<file path="config.mk">
export PLATFORM = sky130hd
export DESIGN_NAME = deadband_pid_motor_drive_flat
export DESIGN_NICKNAME = d
export VERILOG_FILES = /design/src/hdl/dpmd_pkg.sv /design/src/hdl/dpmd_if.sv /design/src/hdl/dpmd_mul.sv /design/src/hdl/deadband_pid_motor_drive.sv /design/src/flat_wrapper.sv
export SDC_FILE = /design/constraint.sdc
export NUM_CORES = 2
export LEC_CHECK = 0
export BUFFER_PORTS_ARGS = -buffer_cell sky130_fd_sc_hd__buf_2
export CAP_MARGIN = 5
export CORE_AREA = 5 5 410 251
export DETAILED_ROUTE_END_ITERATION = 10
export DIE_AREA = 0 0 415 256
export GPL_TIMING_DRIVEN = 1
export HOLD_SLACK_MARGIN = 0.15
export PLACE_DENSITY = 0.56
export SYNTH_ARGS = -nofsm -noshare
export SYNTH_HDL_FRONTEND = slang
export SYNTH_HIERARCHICAL = 1
export SYNTH_SLANG_ARGS = --single-unit
</file>
<file path="constraint.sdc">
create_clock -name clk_i -period 15.1 [get_ports clk_i]
set_input_delay 0.755 -clock clk_i [delete_from_list [all_inputs] [get_ports clk_i]]
set_output_delay 0.755 -clock clk_i [all_outputs]
set_load 0.02 [all_outputs]
</file>
<file path="src/hdl/dpmd_pkg.sv">
// ----------------------------------------------------------------------------
// dpmd_pkg - shared definitions for the deadband pid motor drive
// Field widths, register reset values, register indexes and operand widths
// of the shared multiplier.
// ----------------------------------------------------------------------------
package dpmd_pkg;

  // item field widths
  localparam int unsigned POS_W   = 10;
  localparam int unsigned ERR_W   = 11;
  localparam int unsigned DIFF_W  = 12;
  localparam int unsigned DRIVE_W = 16;
  localparam int unsigned DAC_W   = 12;
  localparam int unsigned SUM_W   = 32;

  // configuration port
  localparam int unsigned GAIN_W   = 16;
  localparam int unsigned BAND_W   = 10;
  localparam int unsigned CFG_IDX_W = 3;
  localparam int unsigned CFG_DAT_W = 16;

  // shared multiplier operands, signed
  localparam int unsigned MUL_A_W = SUM_W + 1;
  localparam int unsigned MUL_B_W = GAIN_W + 1;
  localparam int unsigned MUL_P_W = MUL_A_W + MUL_B_W;

  // magnitude bits kept for the time step pass, larger values saturate
  localparam int unsigned MAG_W = 28;

  // register reset values
  localparam logic [GAIN_W-1:0] PROP_GAIN_RST  = 16'd2458;
  localparam logic [GAIN_W-1:0] INTEG_GAIN_RST = 16'd410;
  localparam logic [GAIN_W-1:0] DERIV_GAIN_RST = 16'd410;
  localparam logic [GAIN_W-1:0] TIME_STEP_RST  = 16'd655;
  localparam logic [BAND_W-1:0] DEAD_BAND_RST  = 10'd10;

  // register indexes
  typedef enum logic [CFG_IDX_W-1:0] {
    IDX_PROP_GAIN  = 3'd0,
    IDX_INTEG_GAIN = 3'd1,
    IDX_DERIV_GAIN = 3'd2,
    IDX_TIME_STEP  = 3'd3,
    IDX_DEAD_BAND  = 3'd4
  } cfg_idx_e;

  // multiplier operand pair
  typedef struct packed {
    logic signed [MUL_A_W-1:0] a;
    logic signed [MUL_B_W-1:0] b;
  } mul_req_t;

endpackage

</file>
<file path="src/hdl/dpmd_if.sv">
// ----------------------------------------------------------------------------
// dpmd_if - channel interfaces of the deadband pid motor drive
// Sample input channel, result output channel and register write channel,
// each with valid, ready and payload.
// ----------------------------------------------------------------------------
interface dpmd_in_if;
  logic                      valid;
  logic                      ready;
  logic [dpmd_pkg::POS_W-1:0] target_pos;
  logic [dpmd_pkg::POS_W-1:0] measured_pos;
  logic                      restart;

  modport source (output valid, target_pos, measured_pos, restart, input ready);
  modport sink   (input valid, target_pos, measured_pos, restart, output ready);
endinterface

interface dpmd_out_if;
  logic                               valid;
  logic                               ready;
  logic signed [dpmd_pkg::DRIVE_W-1:0] drive_level;
  logic [dpmd_pkg::DAC_W-1:0]          forward_dac;
  logic [dpmd_pkg::DAC_W-1:0]          reverse_dac;
  logic                               in_band;

  modport source (output valid, drive_level, forward_dac, reverse_dac, in_band,
                  input ready);
  modport sink   (input valid, drive_level, forward_dac, reverse_dac, in_band,
                  output ready);
endinterface

interface dpmd_cfg_if;
  logic                          valid;
  logic                          ready;
  logic [dpmd_pkg::CFG_IDX_W-1:0] index;
  logic [dpmd_pkg::CFG_DAT_W-1:0] data;

  modport source (output valid, index, data, input ready);
  modport sink   (input valid, index, data, output ready);
endinterface

</file>
<file path="src/hdl/dpmd_mul.sv">
// ----------------------------------------------------------------------------
// dpmd_mul - shared signed multiplier
// One signed 33 x 17 bit product per cycle, registered at the output.
// ----------------------------------------------------------------------------
module dpmd_mul (
  input  logic                                  clk_i,
  input  dpmd_pkg::mul_req_t                    req_i,
  output logic signed [dpmd_pkg::MUL_P_W-1:0]   prod_o
);
  import dpmd_pkg::*;

  logic signed [MUL_P_W-1:0] prod_q;

  // product register
  always_ff @(posedge clk_i) begin
    prod_q <= req_i.a * req_i.b;
  end

  assign prod_o = prod_q;

endmodule

</file>
<file path="src/hdl/deadband_pid_motor_drive.sv">
// Items inside the deadband skip the multiplier and go straight to the done
// state; items outside pass four times through the one shared multiplier and
// their accumulation. A new item is accepted only in idle, after the result
// of the last one has been loaded into the output registers.
// Reset: gains, time step and deadband take their defaults, the error sum and
// last error clear, no result is pending.
// ----------------------------------------------------------------------------
// deadband_pid_motor_drive - deadband pid controller with split dac drive
// Sequencer over a shared multiplier forming the pid sum, time step scaling,
// Q1.15 saturation and the forward and reverse dac codes.
// ----------------------------------------------------------------------------
module deadband_pid_motor_drive (
  input  logic          clk_i,
  input  logic          rst_ni,
  dpmd_in_if.sink       in_i,
  dpmd_out_if.source    out_o,
  dpmd_cfg_if.sink      cfg_i
);
  import dpmd_pkg::*;

  // sequencer codes
  localparam logic [3:0] S_IDLE = 4'd0;
  localparam logic [3:0] S_MULP = 4'd1;
  localparam logic [3:0] S_MULI = 4'd2;
  localparam logic [3:0] S_MULD = 4'd3;
  localparam logic [3:0] S_ADD  = 4'd4;
  localparam logic [3:0] S_ABS  = 4'd5;
  localparam logic [3:0] S_MULT = 4'd6;
  localparam logic [3:0] S_FIN  = 4'd7;
  localparam logic [3:0] S_DONE = 4'd8;

  logic [3:0] state_q, state_d;

  // configuration registers
  logic [GAIN_W-1:0] prop_gain_q, integ_gain_q, deriv_gain_q, time_step_q;
  logic [BAND_W-1:0] dead_band_q;

  // controller state
  logic signed [SUM_W-1:0] error_sum_q;
  logic signed [ERR_W-1:0] last_error_q;

  // working registers
  logic signed [ERR_W-1:0]   err_q;
  logic signed [MUL_P_W-1:0] acc_q, acc_d;
  logic [MAG_W-1:0]          mag_q;
  logic                      neg_q, big_q;

  // result registers
  logic signed [DRIVE_W-1:0] res_drive_q, res_drive_d;
  logic [DAC_W-1:0]          res_fwd_q, res_fwd_d, res_rev_q, res_rev_d;
  logic                      res_band_q, res_band_d;

  // output registers
  logic                      out_valid_q;
  logic signed [DRIVE_W-1:0] out_drive_q;
  logic [DAC_W-1:0]          out_fwd_q, out_rev_q;
  logic                      out_band_q;

  logic in_acc, out_load;

  // error and band test on the incoming item
  logic signed [ERR_W-1:0] err_new;
  logic [POS_W-1:0]        err_mag;
  logic                    band_hit;

  assign err_new  = $signed({1'b0, in_i.target_pos}) - $signed({1'b0, in_i.measured_pos});
  assign err_mag  = err_new[ERR_W-1] ? POS_W'(-err_new) : err_new[POS_W-1:0];
  assign band_hit = (err_mag <= dead_band_q);

  assign in_i.ready  = (state_q == S_IDLE);
  assign in_acc      = in_i.valid && in_i.ready;
  assign cfg_i.ready = 1'b1;
  assign out_load    = (state_q == S_DONE) && (!out_valid_q || out_o.ready);

  // shared multiplier
  mul_req_t                  mul_req;
  logic signed [MUL_P_W-1:0] prod;
  logic signed [DIFF_W-1:0]  err_diff;

  assign err_diff = DIFF_W'(err_q) - DIFF_W'(last_error_q);

  always_comb begin
    mul_req.a = '0;
    mul_req.b = '0;
    unique case (state_q)
      S_MULP: begin
        mul_req.a = MUL_A_W'(err_q);
        mul_req.b = $signed({1'b0, prop_gain_q});
      end
      S_MULI: begin
        mul_req.a = MUL_A_W'(error_sum_q);
        mul_req.b = $signed({1'b0, integ_gain_q});
      end
      S_MULD: begin
        mul_req.a = MUL_A_W'(err_diff);
        mul_req.b = $signed({1'b0, deriv_gain_q});
      end
      S_MULT: begin
        mul_req.a = $signed({{(MUL_A_W-MAG_W){1'b0}}, mag_q});
        mul_req.b = $signed({1'b0, time_step_q});
      end
      default: begin
        mul_req.a = '0;
        mul_req.b = '0;
      end
    endcase
  end

  dpmd_mul u_mul (
    .clk_i  (clk_i),
    .req_i  (mul_req),
    .prod_o (prod)
  );

  // accumulator of the three gain terms
  always_comb begin
    acc_d = acc_q;
    if (state_q == S_MULI) begin
      acc_d = prod;
    end else if (state_q == S_MULD || state_q == S_ADD) begin
      acc_d = acc_q + prod;
    end
  end

  // magnitude of the gain sum
  logic [MUL_P_W-1:0] acc_abs;
  assign acc_abs = acc_q[MUL_P_W-1] ? MUL_P_W'(-acc_q) : MUL_P_W'(acc_q);

  // saturating error sum update
  logic signed [SUM_W:0]   sum_ext;
  logic signed [SUM_W-1:0] sum_sat;

  assign sum_ext = $signed({error_sum_q[SUM_W-1], error_sum_q}) + (SUM_W+1)'(err_q);
  always_comb begin
    if (sum_ext[SUM_W] != sum_ext[SUM_W-1]) begin
      sum_sat = sum_ext[SUM_W] ? {1'b1, {(SUM_W-1){1'b0}}} : {1'b0, {(SUM_W-1){1'b1}}};
    end else begin
      sum_sat = sum_ext[SUM_W-1:0];
    end
  end

  // drive saturation and dac split
  logic [30:0]         drv_mag;
  logic [DRIVE_W-1:0]  neg_drive;
  logic [DAC_W:0]      rev_raw;

  assign drv_mag = prod[43:13];

  always_comb begin
    res_drive_d = res_drive_q;
    res_fwd_d   = res_fwd_q;
    res_rev_d   = res_rev_q;
    res_band_d  = res_band_q;
    neg_drive   = '0;
    rev_raw     = '0;
    if (in_acc && band_hit) begin
      res_drive_d = '0;
      res_fwd_d   = '0;
      res_rev_d   = '0;
      res_band_d  = 1'b1;
    end else if (state_q == S_FIN) begin
      if (big_q && time_step_q == '0) begin
        res_drive_d = '0;
      end else if (neg_q) begin
        if (big_q || drv_mag >= 31'd32768) begin
          res_drive_d = {1'b1, {(DRIVE_W-1){1'b0}}};
        end else begin
          res_drive_d = $signed(DRIVE_W'(0) - drv_mag[DRIVE_W-1:0]);
        end
      end else begin
        if (big_q || drv_mag >= 31'd32767) begin
          res_drive_d = {1'b0, {(DRIVE_W-1){1'b1}}};
        end else begin
          res_drive_d = $signed(drv_mag[DRIVE_W-1:0]);
        end
      end
      // dac magnitudes, reverse capped at full scale
      if (res_drive_d[DRIVE_W-1]) begin
        neg_drive = DRIVE_W'(0) - res_drive_d;
        rev_raw   = neg_drive[DRIVE_W-1:3];
        res_fwd_d = '0;
        res_rev_d = rev_raw[DAC_W] ? {DAC_W{1'b1}} : rev_raw[DAC_W-1:0];
      end else begin
        res_fwd_d = res_drive_d[DRIVE_W-2:3];
        res_rev_d = '0;
      end
      res_band_d = 1'b0;
    end
  end

  // sequencer
  always_comb begin
    state_d = state_q;
    unique case (state_q)
      S_IDLE:  if (in_acc) state_d = band_hit ? S_DONE : S_MULP;
      S_MULP:  state_d = S_MULI;
      S_MULI:  state_d = S_MULD;
      S_MULD:  state_d = S_ADD;
      S_ADD:   state_d = S_ABS;
      S_ABS:   state_d = S_MULT;
      S_MULT:  state_d = S_FIN;
      S_FIN:   state_d = S_DONE;
      S_DONE:  if (out_load) state_d = S_IDLE;
      default: state_d = S_IDLE;
    endcase
  end

  // control and state registers
  always_ff @(posedge clk_i or negedge rst_ni) begin
    if (!rst_ni) begin
      state_q      <= S_IDLE;
      out_valid_q  <= 1'b0;
      error_sum_q  <= '0;
      last_error_q <= '0;
      prop_gain_q  <= PROP_GAIN_RST;
      integ_gain_q <= INTEG_GAIN_RST;
      deriv_gain_q <= DERIV_GAIN_RST;
      time_step_q  <= TIME_STEP_RST;
      dead_band_q  <= DEAD_BAND_RST;
    end else begin
      state_q <= state_d;
      if (out_load) begin
        out_valid_q <= 1'b1;
      end else if (out_o.ready) begin
        out_valid_q <= 1'b0;
      end
      // restart clears before the band test
      if (in_acc && in_i.restart) begin
        error_sum_q  <= '0;
        last_error_q <= '0;
      end else if (state_q == S_FIN) begin
        error_sum_q  <= sum_sat;
        last_error_q <= err_q;
      end
      // register writes
      if (cfg_i.valid && cfg_i.ready) begin
        unique case (cfg_i.index)
          IDX_PROP_GAIN:  prop_gain_q  <= cfg_i.data;
          IDX_INTEG_GAIN: integ_gain_q <= cfg_i.data;
          IDX_DERIV_GAIN: deriv_gain_q <= cfg_i.data;
          IDX_TIME_STEP:  time_step_q  <= cfg_i.data;
          IDX_DEAD_BAND:  dead_band_q  <= cfg_i.data[BAND_W-1:0];
          default: ;
        endcase
      end
    end
  end

  // datapath registers
  always_ff @(posedge clk_i) begin
    if (in_acc) begin
      err_q <= err_new;
    end
    acc_q <= acc_d;
    if (state_q == S_ABS) begin
      neg_q <= acc_q[MUL_P_W-1];
      big_q <= |acc_abs[MUL_P_W-1:MAG_W];
      mag_q <= acc_abs[MAG_W-1:0];
    end
    res_drive_q <= res_drive_d;
    res_fwd_q   <= res_fwd_d;
    res_rev_q   <= res_rev_d;
    res_band_q  <= res_band_d;
    if (out_load) begin
      out_drive_q <= res_drive_q;
      out_fwd_q   <= res_fwd_q;
      out_rev_q   <= res_rev_q;
      out_band_q  <= res_band_q;
    end
  end

  assign out_o.valid       = out_valid_q;
  assign out_o.drive_level = out_drive_q;
  assign out_o.forward_dac = out_fwd_q;
  assign out_o.reverse_dac = out_rev_q;
  assign out_o.in_band     = out_band_q;

  // checks
  a_no_accept_busy: assert property (@(posedge clk_i) disable iff (!rst_ni)
    in_acc |=> !in_i.ready)
    else $error("item accepted while busy");

  a_idle_holds: assert property (@(posedge clk_i) disable iff (!rst_ni)
    (state_q == S_IDLE && !in_acc) |=> (state_q == S_IDLE))
    else $error("sequencer left idle without an item");

  a_band_zero: assert property (@(posedge clk_i) disable iff (!rst_ni)
    (out_valid_q && out_band_q) |-> (out_drive_q == '0 && out_fwd_q == '0
                                     && out_rev_q == '0))
    else $error("in-band result with nonzero drive");

  a_one_winding: assert property (@(posedge clk_i) disable iff (!rst_ni)
    out_valid_q |-> (out_fwd_q == '0 || out_rev_q == '0))
    else $error("both windings driven");

  a_neg_no_fwd: assert property (@(posedge clk_i) disable iff (!rst_ni)
    (out_valid_q && out_drive_q[DRIVE_W-1]) |-> (out_fwd_q == '0))
    else $error("negative drive on forward winding");

endmodule
</file>
<file path="src/flat_wrapper.sv">
// flat-port wrapper written by rule: the top's interface ports become plain ports
module deadband_pid_motor_drive_flat import dpmd_pkg::*;
  (clk_i, rst_ni, in_i_valid, in_i_target_pos, in_i_measured_pos, in_i_restart, in_i_ready, out_o_valid, out_o_drive_level, out_o_forward_dac, out_o_reverse_dac, out_o_in_band, out_o_ready, cfg_i_valid, cfg_i_index, cfg_i_data, cfg_i_ready);
  dpmd_in_if in_i_i ();
  dpmd_out_if out_o_i ();
  dpmd_cfg_if cfg_i_i ();
  input  logic clk_i;
  input  logic rst_ni;
  input wire logic [$bits(in_i_i.valid)-1:0] in_i_valid;
  input wire logic [$bits(in_i_i.target_pos)-1:0] in_i_target_pos;
  input wire logic [$bits(in_i_i.measured_pos)-1:0] in_i_measured_pos;
  input wire logic [$bits(in_i_i.restart)-1:0] in_i_restart;
  output wire logic [$bits(in_i_i.ready)-1:0] in_i_ready;
  output wire logic [$bits(out_o_i.valid)-1:0] out_o_valid;
  output wire logic [$bits(out_o_i.drive_level)-1:0] out_o_drive_level;
  output wire logic [$bits(out_o_i.forward_dac)-1:0] out_o_forward_dac;
  output wire logic [$bits(out_o_i.reverse_dac)-1:0] out_o_reverse_dac;
  output wire logic [$bits(out_o_i.in_band)-1:0] out_o_in_band;
  input wire logic [$bits(out_o_i.ready)-1:0] out_o_ready;
  input wire logic [$bits(cfg_i_i.valid)-1:0] cfg_i_valid;
  input wire logic [$bits(cfg_i_i.index)-1:0] cfg_i_index;
  input wire logic [$bits(cfg_i_i.data)-1:0] cfg_i_data;
  output wire logic [$bits(cfg_i_i.ready)-1:0] cfg_i_ready;
  assign in_i_i.valid = in_i_valid;
  assign in_i_i.target_pos = in_i_target_pos;
  assign in_i_i.measured_pos = in_i_measured_pos;
  assign in_i_i.restart = in_i_restart;
  assign in_i_ready = in_i_i.ready;
  assign out_o_valid = out_o_i.valid;
  assign out_o_drive_level = out_o_i.drive_level;
  assign out_o_forward_dac = out_o_i.forward_dac;
  assign out_o_reverse_dac = out_o_i.reverse_dac;
  assign out_o_in_band = out_o_i.in_band;
  assign out_o_i.ready = out_o_ready;
  assign cfg_i_i.valid = cfg_i_valid;
  assign cfg_i_i.index = cfg_i_index;
  assign cfg_i_i.data = cfg_i_data;
  assign cfg_i_ready = cfg_i_i.ready;
  deadband_pid_motor_drive u_core (.clk_i(clk_i), .rst_ni(rst_ni), .in_i(in_i_i), .out_o(out_o_i), .cfg_i(cfg_i_i));
endmodule
</file>
==> impl_metrics.tcl <==
set metrics [dict create \
    ys.flop_type "edfxtp_1" \
    synth_top_family_by_area "adder cells" \
    hold_ws_ns 0.2356 \
    grt_util_met3_pct 5.290 \
    grt.met2_usage_pct 28.22 \
    synth_area_sq_mm 0.03917 \
    fin_tns_setup_ns 0 \
    relSlewSlack_pct 12.21 \
    rows 90 \
    diodes 0 \
    coreArea_sq_mm 0.09910 \
    die_h_um 256 \
    rsz0062_at_grt "false" \
    grtUsageMet1_pct 36.69 \
    overflow 0 \
    yosys.area.top_type_share_pct 27.60 \
    initial_core_util_pct 39.53 \
    via_per_inst 5.420 \
    ant_nets 0 \
    root_buffer "clkbuf_16" \
    synth_fa_ha_area_share_pct 35.04 \
    cp_top_family "adder cells" \
    wl_per_cell_um 20.82 \
    antenna_found_initial 3 \
    cts_buffer_depth 3 \
    numClockSinks 345 \
    ios 89 \
    critPathMaxStageDelay_ns 1.06 \
    remaining_drc_errors 0 \
    crit_path_start_kind "flip-flop" \
    dieWidth_um 415 \
    area_delta_synth_final_pct 8.401 \
    drt_iter0_markers 2983 \
    ys_warn_count 6 \
    critical_path_class "flip-flop to flip-flop" \
    drive_gt1_share_pct 8.638 \
    hp-class "input pin to async pin" \
    critPathMaxFanout 21 \
    portBuffers 87 \
    hold_viol 0 \
    finalSetupViolations 0 \
    postSynth.asyncResetShare_pct 35.36 \
    tritoncts "yes" \
    synth_top_cell_by_area "fa_1" \
    required_ns 15.52 \
    clock_skew_ns 0.02091 \
    worstMarginPinSlew_ns 1.317 \
    ys_ff_latch 345 \
    yosys-top-cells-area "fa_1, edfxtp_1, ha_1, dfrtp_1, inv_1" \
    gp_congestion 0.8997 \
    arrival_ns 10.72 \
    r2r_start "u_core/err_q[1]$_DFFE_PP_" \
    crit_start "u_core/err_q[1]$_DFFE_PP_" \
    period_needed_ns 10.30 \
    top_usage_layer "met1" \
    synth_simple_gate_area_share_pct 15.94 \
    status "finished, final reports clean" \
    yosysUniqueCellTypes 95 \
    synth_compound_area_share_pct 13.01 \
    min_period_over_period_pct 68.22 \
    dp_hpwl_um 88600 \
    crit_path_end_kind "flip-flop" \
    dr.pass1.iters 5 \
    cts_setup_buffers 0 \
    cts-htree-levels 2 \
    clock_latency_ns 0.55 \
    fmax_mhz 97.08 \
    grt_max_degree 79 \
    synthMuxAreaShare_pct 2.083 \
    cts_buffers 34 \
    ctsHoldBuffers 0 \
    track_usage_pct 21.84 \
    slowest_stage "a41oi_2" \
    grt_pass1_vias 29430 \
    routed_wl_um 116700 \
    yosysSeqAreaShare_pct 22.64 \
    slew_violations 0 \
    via_count 30380 \
    synth-edff-count 132 \
    clk_pin_slew_worst_paths_ns 0.07 \
    syn_area_per_cell_sq_um 9.279 \
    post_synth_xor_area_fraction_pct 3.600 \
    cp_num_buf_inv 5 \
    final_net_count 5064 \
    grt_first_pass_wirelength_um 182900 \
    crit_top_cell "fa_1" \
    dieArea_sq_mm 0.1062 \
    cts_resized 0 \
    synthCells 4221 \
    drv_cap 0 \
]
## Yosys cell counts (18+ instances only)
cell	number
inv_1	618
fa_1	540
nand2_1	529
and2_1	243
ha_1	233
nor2_1	204
a21oi_1	200
clkbuf_1	167
o21ai_0	154
edfxtp_1	132
xnor2_1	120
dfrtp_1	98
dfxtp_1	91
a21o_1	69
mux2_2	66
a22oi_1	55
nand3_1	47
nor3_1	41
xor2_1	41
o211ai_1	40
nand2b_1	38
o31ai_1	36
o21ai_1	32
a31oi_1	31
or3_1	31
dfstp_2	24
o21a_1	24
and3_1	22
nand4_1	22
a211oi_1	18
nor4_1	18
## area by class of cell
cell class              count  area (sq um)
clock buffers              44         938.4
clock inverters            18         195.2
fillers                  9758         56640
inverters                 621          2331
multi-input cells        3085         27480
flip-flops and latches    345          8869
well taps                1334          1669
repair buffers            159         978.4
## metrics by stage
step	cell area, sq um	cells	util (%)	worst slack (ns)
after floorplan	39190	4228	-	6.658
after global placement	41320	5544	41.70	5.050
after detailed placement	41320	5544	41.70	4.950
after CTS	42460	5606	42.85	4.875
after global routing	42460	5606	42.85	4.145
final	42460	5606	42.85	4.799
## cells by family after synthesis
| group | after synthesis |
|---|---|
| mux | 73 |
| simple gates | 1279 |
| fa+ha+maj | 773 |
| compound gates | 790 |
| xor+xnor | 161 |
| other cells | 2 |
| flops | 345 |
| buf+inv | 798 |
## placed cells by master (no fill, tap or decap), types with 22 or more instances in the layout
cell type / count
inv_1: 618
fa_1: 540
nand2_1: 523
and2_1: 243
ha_1: 233
nor2_1: 200
a21oi_1: 198
o21ai_0: 147
edfxtp_1: 132
xnor2_1: 120
dfrtp_1: 98
dfxtp_1: 91
buf_2: 86
buf_4: 73
a21o_1: 69
mux2_2: 66
a22oi_1: 55
nand3_1: 47
xor2_1: 41
o211ai_1: 40
nand2b_1: 38
nor3_1: 37
o21ai_1: 36
o31ai_1: 36
clkbuf_16: 34
a31oi_1: 31
or3_1: 30
o21a_1: 24
dfstp_2: 24
and3_1: 22
nand4_1: 22
## path summary, 6_finish.rpt
check                                                        end  slack (ns)  depth (start not counted)
setup / recovery                 u_core/u_mul/prod_o[44]$_DFF_P_        4.80                         33
hold / removal                u_core/last_error_q[4]$_DFFE_PN0P_        0.24                          1
setup reg to reg                 u_core/u_mul/prod_o[44]$_DFF_P_        4.80                         33
hold reg to reg            u_core/out_o.drive_level[6]$_DFFE_PP_        0.43                          0
max in group asynchronous     u_core/error_sum_q[14]$_DFFE_PN0P_       13.41                          2
min in group clk_i         u_core/out_o.drive_level[6]$_DFFE_PP_        0.43                          0
## per-layer routing
layer | routed length (um) | part of all wire [%]
met4 | 1430 | 1.2
met2 | 43760 | 37
met1 | 60470 | 52
met3 | 11030 | 9.4
met5 | 51 | 0.044
## sequential cells by signal (all words and copies together) (netlist names), 4 cells and up
register                  count
u_core/state_q                4
u_core/res_drive_q           16
u_core/last_error_q          11
u_core/u_mul/prod_o          50
u_core/integ_gain_q          16
u_core/time_step_q           16
u_core/out_o.drive_level     16
u_core/out_o.reverse_dac     12
u_core/error_sum_q           32
u_core/deriv_gain_q          16
u_core/dead_band_q           10
u_core/res_rev_q             12
u_core/acc_q                 50
u_core/err_q                 11
u_core/prop_gain_q           16
u_core/mag_q                 28
u_core/res_fwd_q             12
u_core/out_o.forward_dac     12
Power is not shown: default switching activity piles up to over one toggle a cycle in this logic, so the estimate is an artifact.
